--- src/design/vvzp_pkg.sv ---
// ----------------------------------------------------------------------------
// vvzp_pkg
// Types and constants shared by the viewport zoom and pan block.
// ----------------------------------------------------------------------------
package vvzp_pkg;

   localparam int FRAC_BITS = 8;
   localparam int DIM_W     = 14;
   localparam logic [DIM_W-1:0] MAX_DIM = 14'd8192;

   localparam logic [11:0] ZOOM_ONE = 12'd256;
   localparam logic [11:0] ZOOM_LO  = 12'd128;
   localparam logic [11:0] ZOOM_HI  = 12'd2560;

   // bit-serial unit
   localparam int UNIT_W   = 64;
   localparam int DIV_BITS = 56;
   localparam int CNT_W    = 6;

   localparam logic [1:0] MODE_STRETCH = 2'd0;
   localparam logic [1:0] MODE_FILL    = 2'd1;

   localparam logic [2:0] OP_SET_ZOOM   = 3'd0;
   localparam logic [2:0] OP_ZOOM_POINT = 3'd1;
   localparam logic [2:0] OP_SET_PAN    = 3'd2;
   localparam logic [2:0] OP_RESET_VIEW = 3'd3;

   localparam logic [2:0] REG_SCALE_MODE    = 3'd0;
   localparam logic [2:0] REG_VIDEO_WIDTH   = 3'd1;
   localparam logic [2:0] REG_VIDEO_HEIGHT  = 3'd2;
   localparam logic [2:0] REG_WINDOW_WIDTH  = 3'd3;
   localparam logic [2:0] REG_WINDOW_HEIGHT = 3'd4;

   typedef enum logic [4:0] {
      ST_IDLE,
      ST_BASE,
      ST_BASE_WR,
      ST_OPS,
      ST_RUN,
      ST_CL_MW,
      ST_CL_MH,
      ST_CL_ZH,
      ST_CL_DO,
      ST_ZA_OH,
      ST_ZA_NW,
      ST_ZA_NH,
      ST_ZA_RX,
      ST_ZA_MX,
      ST_ZA_SX,
      ST_ZA_MY,
      ST_ZA_SY,
      ST_OUT_MW,
      ST_OUT_MH,
      ST_OUT_FIN
   } state_type;

endpackage

--- src/design/video_viewport_zoom_pan.sv ---
// ----------------------------------------------------------------------------
// video_viewport_zoom_pan
// Places a video frame in a display window with zoom and pan.
// ----------------------------------------------------------------------------
// Usage:
//   csr_*  : register writes (index 0 scale mode, 1/2 video size, 3/4 window
//            size); always ready, write to scale mode clears the pan.
//   req_*  : one event per request; tuser carries the opcode, tdata the zoom
//            request and the point.
//   rsp_*  : one viewport result per request, held in an output register.
// Sequencing: one request is worked through by a single bit-serial unit that
//   does both shift-add multiplies and restoring divides, one bit a cycle.
//   req_tready is high only in idle, so the next request is taken at the
//   soonest in the cycle after the result is loaded.
// Reset: zoom 1.0, pan 0, stretch mode, no video, window 640 x 480.
// Stall: a finished result waits in the output register; the next request
//   may be taken meanwhile and stops at its end until the register frees.
// ----------------------------------------------------------------------------
module video_viewport_zoom_pan (
   input  logic         clock,
   input  logic         reset,
   // csr
   input  logic         csr_valid,
   output logic         csr_ready,
   input  logic [2:0]   csr_index,
   input  logic [13:0]  csr_data,
   // request
   input  logic         req_tvalid,
   output logic         req_tready,
   input  logic [2:0]   req_tuser,   // opcode
   input  logic [71:0]  req_tdata,   // zoom_request[15:0], point_x[40:16], point_y[65:41]
   // response
   output logic         rsp_tvalid,
   input  logic         rsp_tready,
   output logic [207:0] rsp_tdata    // view_x[31:0], view_y[63:32], view_w[94:64],
                                     // view_h[125:95], zoom_now[137:126],
                                     // pan_now_x[169:138], pan_now_y[201:170]
);

   localparam int UW = vvzp_pkg::UNIT_W;

   vvzp_pkg::state_type state_ff, state_in, ret_ff, ret_in;

   logic [1:0]  scale_mode_ff;
   logic [13:0] video_width_ff, video_height_ff, window_width_ff, window_height_ff;
   logic [11:0] zoom_ff;
   logic [31:0] pan_x_ff, pan_y_ff;
   logic        rsp_valid_ff;
   logic [207:0] rsp_data_ff;

   logic [2:0]  op_ff;
   logic [11:0] f_ff;
   logic signed [47:0] px_ff, py_ff, nx_ff, ny_ff;
   logic [34:0] bw_ff, bh_ff;
   logic [38:0] zw_ff, zh_ff, nzw_ff, nzh_ff;

   // shared bit-serial unit
   logic [UW-1:0] uq_ff, ur_ff;
   logic [39:0]   ub_ff;
   logic [vvzp_pkg::CNT_W-1:0] ucnt_ff;
   logic          udiv_ff;
   logic          u_start, u_div;
   logic [vvzp_pkg::CNT_W-1:0] u_n;
   logic [UW-1:0] u_a;
   logic [39:0]   u_b;
   logic [UW-1:0] ush, uop;
   logic [UW:0]   usum;

   // config derived
   logic [13:0] vid_w, vid_h, win_w, win_h;
   logic        no_vid, wider, div_width;
   logic [27:0] prod_vh, prod_wu;
   logic [20:0] ww_half, wh_half;
   logic [21:0] ww, wh;

   logic [11:0] f_req;
   logic [38:0] zh_res;
   logic [55:0] quo;

   // zoom about point helpers
   logic signed [47:0] edge_x, edge_y, rel_in_x, rel_in_y;
   logic [38:0] clip_x, clip_y;
   logic [16:0] rel;
   logic signed [39:0] d_x, d_y, d_cur;
   logic [38:0] d_abs;
   logic signed [47:0] shift_v, t_v, dh_v;

   // clamp helpers
   logic signed [47:0] mx, my, cl_x, cl_y;

   // output helpers
   logic signed [47:0] vx, vy;

   function automatic logic [13:0] clip_dim(input logic [13:0] v, input logic zero_one);
      logic [13:0] r;
      r = (v > vvzp_pkg::MAX_DIM) ? vvzp_pkg::MAX_DIM : v;
      if (zero_one && v == 14'd0) r = 14'd1;
      return r;
   endfunction

   function automatic logic [31:0] sat32(input logic signed [47:0] v);
      logic [31:0] r;
      if (v > 48'sh0000_7FFF_FFFF)       r = 32'h7FFF_FFFF;
      else if (v < -48'sh0000_8000_0000) r = 32'h8000_0000;
      else                               r = v[31:0];
      return r;
   endfunction

   function automatic logic [30:0] sat_size(input logic [38:0] v);
      return (v > 39'h00_7FFF_FFFF) ? 31'h7FFF_FFFF : v[30:0];
   endfunction

   function automatic logic signed [47:0] clamp_axis(input logic signed [47:0] p,
                                                     input logic signed [47:0] m);
      logic signed [47:0] r;
      r = p;
      if (p > m)  r = m;
      if (p < -m) r = -m;
      return r;
   endfunction

   function automatic logic signed [47:0] half_over(input logic [38:0] z,
                                                    input logic [21:0] w);
      logic signed [47:0] d;
      d = $signed({9'd0, z}) - $signed({26'd0, w});
      return (d > 48'sd0) ? (d >>> 1) : 48'sd0;
   endfunction

   function automatic logic signed [47:0] edge_of(input logic [20:0] half,
                                                  input logic [38:0] z,
                                                  input logic [31:0] pan);
      return $signed({27'd0, half}) - $signed({10'd0, z[38:1]})
             + $signed({{16{pan[31]}}, pan});
   endfunction

   function automatic logic [38:0] clip_rel(input logic signed [47:0] v,
                                            input logic [38:0] z);
      logic [38:0] r;
      if (v < 48'sd0)                    r = 39'd0;
      else if (v > $signed({9'd0, z}))   r = z;
      else                               r = v[38:0];
      return r;
   endfunction

   always_comb begin
      vid_w   = clip_dim(video_width_ff, 1'b0);
      vid_h   = clip_dim(video_height_ff, 1'b0);
      win_w   = clip_dim(window_width_ff, 1'b1);
      win_h   = clip_dim(window_height_ff, 1'b1);
      no_vid  = (vid_w == 14'd0) || (vid_h == 14'd0);
      prod_vh = vid_w * win_h;
      prod_wu = win_w * vid_h;
      wider   = prod_vh > prod_wu;
      div_width = (scale_mode_ff == vvzp_pkg::MODE_FILL) ? wider : !wider;
      ww      = {win_w, 8'd0};
      wh      = {win_h, 8'd0};
      ww_half = {win_w, 7'd0};
      wh_half = {win_h, 7'd0};

      f_req = (req_tdata[15:0] < 16'(vvzp_pkg::ZOOM_LO)) ? vvzp_pkg::ZOOM_LO :
              (req_tdata[15:0] > 16'(vvzp_pkg::ZOOM_HI)) ? vvzp_pkg::ZOOM_HI :
              req_tdata[11:0];

      zh_res = ur_ff[46:8];
      quo    = uq_ff[55:0];

      edge_x   = edge_of(ww_half, zw_ff, pan_x_ff);
      edge_y   = edge_of(wh_half, zh_ff, pan_y_ff);
      rel_in_x = px_ff - edge_x;
      rel_in_y = py_ff - edge_y;
      clip_x   = clip_rel(rel_in_x, zw_ff);
      clip_y   = clip_rel(rel_in_y, zh_ff);

      d_x   = $signed({1'b0, nzw_ff}) - $signed({1'b0, zw_ff});
      d_y   = $signed({1'b0, nzh_ff}) - $signed({1'b0, zh_ff});
      d_cur = (state_ff == vvzp_pkg::ST_ZA_MY || state_ff == vvzp_pkg::ST_ZA_SY) ? d_y : d_x;
      d_abs = d_cur[39] ? 39'(-d_cur) : d_cur[38:0];
      // divide by zero size leaves rel at zero
      rel   = (((state_ff == vvzp_pkg::ST_ZA_MY) ? zh_ff : zw_ff) == 39'd0) ? 17'd0 : quo[16:0];
      t_v   = $signed({8'd0, ur_ff[55:16]});
      dh_v  = (48'(d_cur) + (d_cur[39] ? 48'sd1 : 48'sd0)) >>> 1;
      shift_v = dh_v - (d_cur[39] ? -t_v : t_v);

      mx   = half_over(zw_ff, ww);
      my   = half_over(zh_ff, wh);
      cl_x = clamp_axis(nx_ff, mx);
      cl_y = clamp_axis(ny_ff, my);

      vx = edge_of(ww_half, zw_ff, pan_x_ff);
      vy = edge_of(wh_half, zh_res, pan_y_ff);

      // unit datapath: shift-add multiply or restoring divide, msb first
      ush  = udiv_ff ? {ur_ff[UW-2:0], uq_ff[UW-1]} : {ur_ff[UW-2:0], 1'b0};
      uop  = udiv_ff ? ~{24'd0, ub_ff} : (uq_ff[UW-1] ? {24'd0, ub_ff} : '0);
      usum = {1'b0, ush} + {1'b0, uop} + {{UW{1'b0}}, udiv_ff};
   end

   // sequencer
   always_comb begin
      state_in = state_ff;
      ret_in   = ret_ff;
      u_start  = 1'b0;
      u_div    = 1'b0;
      u_n      = 6'd12;
      u_a      = {zoom_ff, 52'd0};
      u_b      = {5'd0, bw_ff};
      unique case (state_ff)
         vvzp_pkg::ST_IDLE: begin
            if (req_tvalid) state_in = vvzp_pkg::ST_BASE;
         end
         vvzp_pkg::ST_BASE: begin
            if (no_vid || scale_mode_ff == vvzp_pkg::MODE_STRETCH) begin
               state_in = vvzp_pkg::ST_BASE_WR;
            end else begin
               u_start  = 1'b1;
               u_div    = 1'b1;
               u_n      = 6'(vvzp_pkg::DIV_BITS);
               u_a      = div_width ? {20'd0, prod_vh, 8'd0, 8'd0}
                                    : {20'd0, prod_wu, 8'd0, 8'd0};
               u_b      = div_width ? {26'd0, vid_h} : {26'd0, vid_w};
               ret_in   = vvzp_pkg::ST_BASE_WR;
               state_in = vvzp_pkg::ST_RUN;
            end
         end
         vvzp_pkg::ST_BASE_WR: state_in = vvzp_pkg::ST_OPS;
         vvzp_pkg::ST_OPS: begin
            case (op_ff)
               vvzp_pkg::OP_SET_ZOOM:
                  state_in = (f_ff != zoom_ff) ? vvzp_pkg::ST_CL_MW : vvzp_pkg::ST_OUT_MW;
               vvzp_pkg::OP_ZOOM_POINT: begin
                  if (f_ff == zoom_ff || no_vid) begin
                     state_in = vvzp_pkg::ST_OUT_MW;
                  end else begin
                     u_start  = 1'b1;
                     ret_in   = vvzp_pkg::ST_ZA_OH;
                     state_in = vvzp_pkg::ST_RUN;
                  end
               end
               vvzp_pkg::OP_SET_PAN: state_in = vvzp_pkg::ST_CL_MW;
               default: state_in = vvzp_pkg::ST_OUT_MW;
            endcase
         end
         vvzp_pkg::ST_RUN: begin
            if (ucnt_ff == 6'd1) state_in = ret_ff;
         end
         vvzp_pkg::ST_CL_MW: begin
            if (no_vid || zoom_ff <= vvzp_pkg::ZOOM_ONE) begin
               state_in = vvzp_pkg::ST_OUT_MW;
            end else begin
               u_start  = 1'b1;
               ret_in   = vvzp_pkg::ST_CL_MH;
               state_in = vvzp_pkg::ST_RUN;
            end
         end
         vvzp_pkg::ST_CL_MH: begin
            u_start  = 1'b1;
            u_b      = {5'd0, bh_ff};
            ret_in   = vvzp_pkg::ST_CL_ZH;
            state_in = vvzp_pkg::ST_RUN;
         end
         vvzp_pkg::ST_CL_ZH: state_in = vvzp_pkg::ST_CL_DO;
         vvzp_pkg::ST_CL_DO: state_in = vvzp_pkg::ST_OUT_MW;
         vvzp_pkg::ST_ZA_OH: begin
            u_start  = 1'b1;
            u_b      = {5'd0, bh_ff};
            ret_in   = vvzp_pkg::ST_ZA_NW;
            state_in = vvzp_pkg::ST_RUN;
         end
         vvzp_pkg::ST_ZA_NW: begin
            u_start  = 1'b1;
            u_a      = {f_ff, 52'd0};
            ret_in   = vvzp_pkg::ST_ZA_NH;
            state_in = vvzp_pkg::ST_RUN;
         end
         vvzp_pkg::ST_ZA_NH: begin
            u_start  = 1'b1;
            u_a      = {f_ff, 52'd0};
            u_b      = {5'd0, bh_ff};
            ret_in   = vvzp_pkg::ST_ZA_RX;
            state_in = vvzp_pkg::ST_RUN;
         end
         vvzp_pkg::ST_ZA_RX: begin
            u_start  = 1'b1;
            u_div    = 1'b1;
            u_n      = 6'(vvzp_pkg::DIV_BITS);
            u_a      = {1'b0, clip_x, 16'd0, 8'd0};
            u_b      = {1'b0, zw_ff};
            ret_in   = vvzp_pkg::ST_ZA_MX;
            state_in = vvzp_pkg::ST_RUN;
         end
         vvzp_pkg::ST_ZA_MX, vvzp_pkg::ST_ZA_MY: begin
            u_start  = 1'b1;
            u_n      = 6'd17;
            u_a      = {rel, 47'd0};
            u_b      = {1'b0, d_abs};
            ret_in   = (state_ff == vvzp_pkg::ST_ZA_MX) ? vvzp_pkg::ST_ZA_SX
                                                        : vvzp_pkg::ST_ZA_SY;
            state_in = vvzp_pkg::ST_RUN;
         end
         vvzp_pkg::ST_ZA_SX: begin
            u_start  = 1'b1;
            u_div    = 1'b1;
            u_n      = 6'(vvzp_pkg::DIV_BITS);
            u_a      = {1'b0, clip_y, 16'd0, 8'd0};
            u_b      = {1'b0, zh_ff};
            ret_in   = vvzp_pkg::ST_ZA_MY;
            state_in = vvzp_pkg::ST_RUN;
         end
         vvzp_pkg::ST_ZA_SY: state_in = vvzp_pkg::ST_CL_DO;
         vvzp_pkg::ST_OUT_MW: begin
            if (no_vid) begin
               state_in = vvzp_pkg::ST_OUT_FIN;
            end else begin
               u_start  = 1'b1;
               ret_in   = vvzp_pkg::ST_OUT_MH;
               state_in = vvzp_pkg::ST_RUN;
            end
         end
         vvzp_pkg::ST_OUT_MH: begin
            u_start  = 1'b1;
            u_b      = {5'd0, bh_ff};
            ret_in   = vvzp_pkg::ST_OUT_FIN;
            state_in = vvzp_pkg::ST_RUN;
         end
         vvzp_pkg::ST_OUT_FIN: begin
            if (!rsp_valid_ff || rsp_tready) state_in = vvzp_pkg::ST_IDLE;
         end
         default: state_in = vvzp_pkg::ST_IDLE;
      endcase
   end

   assign csr_ready  = 1'b1;
   assign req_tready = (state_ff == vvzp_pkg::ST_IDLE);
   assign rsp_tvalid = rsp_valid_ff;
   assign rsp_tdata  = rsp_data_ff;

   // control and architectural state
   always_ff @(posedge clock) begin
      if (reset) begin
         state_ff         <= vvzp_pkg::ST_IDLE;
         rsp_valid_ff     <= 1'b0;
         scale_mode_ff    <= vvzp_pkg::MODE_STRETCH;
         video_width_ff   <= 14'd0;
         video_height_ff  <= 14'd0;
         window_width_ff  <= 14'd640;
         window_height_ff <= 14'd480;
         zoom_ff          <= vvzp_pkg::ZOOM_ONE;
         pan_x_ff         <= 32'd0;
         pan_y_ff         <= 32'd0;
      end else begin
         state_ff <= state_in;
         // a new result may load in the same cycle the old one leaves
         if (state_ff == vvzp_pkg::ST_OUT_FIN && (!rsp_valid_ff || rsp_tready)) begin
            rsp_valid_ff <= 1'b1;
         end else if (rsp_valid_ff && rsp_tready) begin
            rsp_valid_ff <= 1'b0;
         end
         if (csr_valid) begin
            unique case (csr_index)
               vvzp_pkg::REG_SCALE_MODE: begin
                  scale_mode_ff <= csr_data[1:0];
                  pan_x_ff      <= 32'd0;
                  pan_y_ff      <= 32'd0;
               end
               vvzp_pkg::REG_VIDEO_WIDTH:   video_width_ff   <= csr_data;
               vvzp_pkg::REG_VIDEO_HEIGHT:  video_height_ff  <= csr_data;
               vvzp_pkg::REG_WINDOW_WIDTH:  window_width_ff  <= csr_data;
               vvzp_pkg::REG_WINDOW_HEIGHT: window_height_ff <= csr_data;
               default: ;
            endcase
         end
         case (state_ff)
            vvzp_pkg::ST_OPS: begin
               case (op_ff)
                  vvzp_pkg::OP_SET_ZOOM: zoom_ff <= f_ff;
                  vvzp_pkg::OP_ZOOM_POINT: begin
                     if (f_ff != zoom_ff && no_vid) begin
                        zoom_ff  <= f_ff;
                        pan_x_ff <= 32'd0;
                        pan_y_ff <= 32'd0;
                     end
                  end
                  vvzp_pkg::OP_RESET_VIEW: begin
                     zoom_ff  <= vvzp_pkg::ZOOM_ONE;
                     pan_x_ff <= 32'd0;
                     pan_y_ff <= 32'd0;
                  end
                  default: ;
               endcase
            end
            vvzp_pkg::ST_CL_MW: begin
               if (no_vid || zoom_ff <= vvzp_pkg::ZOOM_ONE) begin
                  pan_x_ff <= 32'd0;
                  pan_y_ff <= 32'd0;
               end
            end
            vvzp_pkg::ST_CL_DO: begin
               if (zoom_ff <= vvzp_pkg::ZOOM_ONE) begin
                  pan_x_ff <= 32'd0;
                  pan_y_ff <= 32'd0;
               end else begin
                  pan_x_ff <= sat32(cl_x);
                  pan_y_ff <= sat32(cl_y);
               end
            end
            vvzp_pkg::ST_ZA_SY: zoom_ff <= f_ff;
            default: ;
         endcase
      end
   end

   // payload and unit registers
   always_ff @(posedge clock) begin
      ret_ff <= ret_in;
      if (state_ff == vvzp_pkg::ST_IDLE && req_tvalid) begin
         op_ff <= req_tuser;
         f_ff  <= f_req;
         px_ff <= {{23{req_tdata[40]}}, req_tdata[40:16]};
         py_ff <= {{23{req_tdata[65]}}, req_tdata[65:41]};
      end
      if (u_start) begin
         uq_ff   <= u_a;
         ur_ff   <= '0;
         ub_ff   <= u_b;
         ucnt_ff <= u_n;
         udiv_ff <= u_div;
      end else if (state_ff == vvzp_pkg::ST_RUN) begin
         ucnt_ff <= ucnt_ff - 6'd1;
         if (udiv_ff) begin
            ur_ff <= usum[UW] ? usum[UW-1:0] : ush;
            uq_ff <= {uq_ff[UW-2:0], usum[UW]};
         end else begin
            ur_ff <= usum[UW-1:0];
            uq_ff <= {uq_ff[UW-2:0], 1'b0};
         end
      end
      case (state_ff)
         vvzp_pkg::ST_BASE_WR: begin
            bw_ff <= (!no_vid && scale_mode_ff != vvzp_pkg::MODE_STRETCH && div_width)
                     ? quo[34:0] : {13'd0, win_w, 8'd0};
            bh_ff <= (!no_vid && scale_mode_ff != vvzp_pkg::MODE_STRETCH && !div_width)
                     ? quo[34:0] : {13'd0, win_h, 8'd0};
         end
         vvzp_pkg::ST_OPS: begin
            if (op_ff == vvzp_pkg::OP_SET_PAN) begin
               nx_ff <= px_ff;
               ny_ff <= py_ff;
            end else begin
               nx_ff <= {{16{pan_x_ff[31]}}, pan_x_ff};
               ny_ff <= {{16{pan_y_ff[31]}}, pan_y_ff};
            end
         end
         vvzp_pkg::ST_CL_MH, vvzp_pkg::ST_ZA_OH, vvzp_pkg::ST_OUT_MH: zw_ff <= zh_res;
         vvzp_pkg::ST_CL_ZH, vvzp_pkg::ST_ZA_NW: zh_ff <= zh_res;
         vvzp_pkg::ST_ZA_NH: nzw_ff <= zh_res;
         vvzp_pkg::ST_ZA_RX: nzh_ff <= zh_res;
         vvzp_pkg::ST_ZA_SX: nx_ff <= $signed({{16{pan_x_ff[31]}}, pan_x_ff}) + shift_v;
         vvzp_pkg::ST_ZA_SY: begin
            ny_ff <= $signed({{16{pan_y_ff[31]}}, pan_y_ff}) + shift_v;
            zw_ff <= nzw_ff;
            zh_ff <= nzh_ff;
         end
         vvzp_pkg::ST_OUT_FIN: begin
            if (!rsp_valid_ff || rsp_tready) begin
               rsp_data_ff[207:202] <= 6'd0;
               rsp_data_ff[137:126] <= zoom_ff;
               rsp_data_ff[169:138] <= pan_x_ff;
               rsp_data_ff[201:170] <= pan_y_ff;
               if (no_vid) begin
                  rsp_data_ff[31:0]   <= 32'd0;
                  rsp_data_ff[63:32]  <= 32'd0;
                  rsp_data_ff[94:64]  <= {9'd0, ww};
                  rsp_data_ff[125:95] <= {9'd0, wh};
               end else begin
                  rsp_data_ff[31:0]   <= sat32(vx);
                  rsp_data_ff[63:32]  <= sat32(vy);
                  rsp_data_ff[94:64]  <= sat_size(zw_ff);
                  rsp_data_ff[125:95] <= sat_size(zh_res);
               end
            end
         end
         default: ;
      endcase
   end

endmodule

--- config.mk ---
export PLATFORM = sky130hd
export DESIGN_NAME = video_viewport_zoom_pan
export DESIGN_NICKNAME = d
export VERILOG_FILES = /design/src/design/vvzp_pkg.sv /design/src/design/video_viewport_zoom_pan.sv
export SDC_FILE = /design/constraint.sdc
export NUM_CORES = 2
export LEC_CHECK = 0
export BUFFER_PORTS_ARGS = -buffer_cell sky130_fd_sc_hd__buf_2
export CAP_MARGIN = 0
export CORE_MARGIN = 2
export CORE_UTILIZATION = 25
export DETAILED_ROUTE_END_ITERATION = 12
export HOLD_SLACK_MARGIN = 0.06
export PLACE_DENSITY = 0.36
export SLEW_MARGIN = 10
export SYNTH_ARGS = -nofsm -noshare
export SYNTH_HDL_FRONTEND = slang
export SYNTH_SLANG_ARGS = --single-unit
--- constraint.sdc ---
create_clock -name clock -period 14.6 [get_ports clock]
set_clock_uncertainty 0.1 [all_clocks]
set_input_delay 1.46 -clock clock [delete_from_list [all_inputs] [get_ports clock]]
set_output_delay 1.46 -clock clock [all_outputs]
set_load 0.03 [all_outputs]
==> flow_metrics.env <==
export IMPL_vias=88000
export IMPL_grt_usage=0.259
export IMPL_grt_pass1_vias=85200
export IMPL_powerDensity_nw_per_um2=120
export IMPL_synth_top_cell_area_share=0.225
export IMPL_rows=225
export IMPL_grt_remaining_overflow=0
export IMPL_wire_per_inst_um=31.0
export IMPL_htreeDepth=4
export IMPL_area_delta_synth_final_pct=14.2
export IMPL_first_pass_iters=7
export IMPL_rsz0062_at_grt="no"
export IMPL_rr_worst_depth=45
export IMPL_hold_depth=2
export IMPL_r2r_slack_ns=1.92
export IMPL_maxCapViolCount=0
export IMPL_drc=0
export IMPL_grt_antenna_before_repair=47
export IMPL_synthesis_area_um2=93900
export IMPL_critPathMaxStageDelay_ns=0.65
export IMPL_grt_pass1_wl_um=693000
export IMPL_postCtsSetupRepairBufs=0
export IMPL_drt_iter0_drc=8543
export IMPL_end_kind="flip-flop"
export IMPL_endpoint="uq_ff[40]"
export IMPL_root_buffer="clkbuf_16"
export IMPL_timing_rr_start="window_width_ff[9]"
export IMPL_critPathLaunch="window_width_ff[9]"
export IMPL_timing_fmax_mhz=78.8
export IMPL_layout_drive_gt1_share=0.102
export IMPL_path_max_fanout=13
export IMPL_cts_sinks=907
export IMPL_setup_viol=0
export IMPL_avgSynthCellArea_um2=8.51
export IMPL_die_w_um=617
export IMPL_fin_crit_sh=0.869
export IMPL_p_leak_nw=45.5
export IMPL_final_hold_violation_count=0
export IMPL_finalSetupTns_ns=0
export IMPL_place_congestion=0.955
export IMPL_fin_crit_ns=12.68
export IMPL_status="finished clean"
export IMPL_clockBufferDepth=4
export IMPL_worst_pin_slew_ns=1.40
export IMPL_cp_slowest_cell="xor2_1"
export IMPL_drv_slew=0
export IMPL_ant_nets=0
export IMPL_nets=12700
export IMPL_ir_drop_uv=120
export IMPL_synth_seq_area_share=0.268
export IMPL_worstPathRequired_ns=15.15
export IMPL_async_flop_share=0
export IMPL_clkTransAtPathRegs_ns=0.06
export IMPL_cts_resized=0
export IMPL_hold_ws_ns=0.371
export IMPL_hp_class="reg2reg"
export IMPL_worstHoldStart="scale_mode_ff[1]"
export IMPL_ys_flop_type="edfxtp_1"
export IMPL_final_core_util=0.286
export IMPL_finalWirelength_um=509000
export IMPL_ys_ff_latch=907
export IMPL_crit_path_start_kind="flip-flop"
export IMPL_grt_max_degree=74
export IMPL_die_area_um2=380000
export IMPL_r2r_end="uq_ff[40]"
export IMPL_core_area_um2=375000
export IMPL_timing_worst_setup_path_type="reg2reg"
export IMPL_io_pins=308
export IMPL_yosys_warnings=0
export IMPL_placement_io_buffers=294
export IMPL_relSlewSlack=0.0425
export IMPL_place_hpwl_um=413000
export IMPL_synth_edf_count=704
export IMPL_synth_area_leaders="edfxtp_1, ha_1, fa_1, nand2_1, xnor2_1"
export IMPL_initial_core_util=0.251
export IMPL_cts_tree="built"
export IMPL_synth_cell_types=132
export IMPL_synth_cells=11000
export IMPL_arrival_ns=13.23
export IMPL_cts_buffers_inserted=136
export IMPL_synth_top_cell_by_area="edfxtp_1"
export IMPL_holdBufCountCts=0
export IMPL_fp_dieH_um=617
export IMPL_clk_latency_ns=0.90
export IMPL_viasPerCell=5.35
-- worst min path at each step --
stage,to,slack [ns]
detailed placement,window_height_ff[11],0.36
floorplan,ur_ff[62],0.34
global placement,window_width_ff[4],0.36
finish,scale_mode_ff[1],0.37
CTS,scale_mode_ff[1],0.37
global route,window_height_ff[11],0.39
-- synth_stat cells, types with 53 or more instances --
| cell type | count |
|---|---|
| xor2_1 | 236 |
| edfxtp_1 | 704 |
| o21ai_1 | 54 |
| or3_1 | 71 |
| nand3_1 | 260 |
| o31ai_1 | 60 |
| mux2i_1 | 85 |
| a21oi_1 | 803 |
| fa_1 | 333 |
| dfxtp_1 | 203 |
| inv_1 | 721 |
| o211ai_1 | 123 |
| or2_2 | 58 |
| and2_1 | 122 |
| nand2_1 | 1410 |
| nor2_1 | 815 |
| o21bai_1 | 80 |
| nor2b_1 | 146 |
| nand2b_1 | 156 |
| ha_1 | 985 |
| nor4_1 | 93 |
| o21a_1 | 116 |
| xnor2_1 | 475 |
| and3_1 | 101 |
| a21o_1 | 363 |
| nor3_1 | 184 |
| a211oi_1 | 86 |
| mux2_2 | 53 |
| o21ai_0 | 629 |
| clkbuf_1 | 404 |
| a31oi_1 | 141 |
| nand4_1 | 139 |
-- critical path: cells and delay by family, from the launching register on --
family	cells	cell delay, ns
compound gates	25	5.43
xor+xnor	2	0.94
fa+ha+maj	4	1.41
buf+inv	1	0.54
flops	1	0.32
mux	1	0.30
simple gates	12	3.34
-- metrics by stage --
stage | area, µm² | setup WS (ns) | total power, mW | instances
floorplan | 93900 | 3.26 | 6.62 | 11000
CTS | 107000 | 2.01 | 12.9 | 16400
detailed placement | 103000 | 2.03 | 9.41 | 16200
global route | 107000 | 1.24 | 13.4 | 16400
global placement | 103000 | 2.06 | 9.40 | 16200
finish | 107000 | 1.92 | 12.9 | 16400
-- where the power goes --
part           total, mW  internal [mW]  switching [mW]
Clock               3.43           2.01            1.42
Sequential          3.20           2.99           0.207
Combinational       6.23           1.96            4.27
-- state kept, by name (all words and copies together), names as in the netlist, 14 cells and up --
name,count
zw_ff,39
ub_ff,39
ny_ff,48
zh_ff,39
pan_x_ff,32
video_width_ff,14
nzh_ff,39
pan_y_ff,32
video_height_ff,14
nzw_ff,39
ur_ff,63
px_ff,25
rsp_tdata,202
bw_ff,35
bh_ff,35
window_width_ff,14
window_height_ff,14
nx_ff,48
py_ff,25
uq_ff,64
-- cells by family after synthesis --
logic type	after synthesis	share of synthesized area
AO/OA/AOI/OAI	2994	0.209
XOR/XNOR	711	0.0663
adder cells (fa/ha/maj)	1318	0.202
buffers and inverters	1244	0.0515
flip-flops	907	0.268
multiplexers	138	0.0154
other	2	0.0000800
AND/OR/NAND/NOR	3714	0.187
-- cells in the final DEF, fill, tap and decap left out, types with 70 or more instances in the layout --
master,synthesis,final
nand2_1,1410,1407
ha_1,985,985
nor2_1,815,808
a21oi_1,803,798
inv_1,721,719
edfxtp_1,704,704
o21ai_0,629,624
xnor2_1,475,462
a21o_1,363,363
buf_4,17,355
fa_1,333,333
buf_2,35,293
nand3_1,260,258
xor2_1,236,228
dfxtp_1,203,202
nor3_1,184,176
nand2b_1,156,155
clkbuf_16,0,141
nor2b_1,146,140
a31oi_1,141,139
nand4_1,139,139
o211ai_1,123,123
and2_1,122,119
o21a_1,116,116
and3_1,101,101
nor4_1,93,90
a211oi_1,86,86
mux2i_1,85,83
o21bai_1,80,80
or3_1,71,70
-- per-layer routing --
layer  GRT usage  share of wire  up-vias
met4       0.123          0.056        8
met2       0.402           0.44     3064
met3      0.0327          0.055      597
met5           0       0.000094        -
met1       0.355           0.45    44000
li1            -              -    40300
-- layout make-up --
| cell class | count | area (µm²) |
|---|---|---|
| clock inverter | 78 | 796 |
| sequential | 907 | 25200 |
| antenna | 22 | 55.1 |
| tap | 4994 | 6250 |
| inverter | 736 | 2760 |
| clock buffer | 163 | 3630 |
| timing repair buffer | 650 | 4170 |
| fill | 40000 | 267000 |
| multi-input combinational | 8882 | 64400 |
Note: power is estimated with default switching activity, not from simulation.
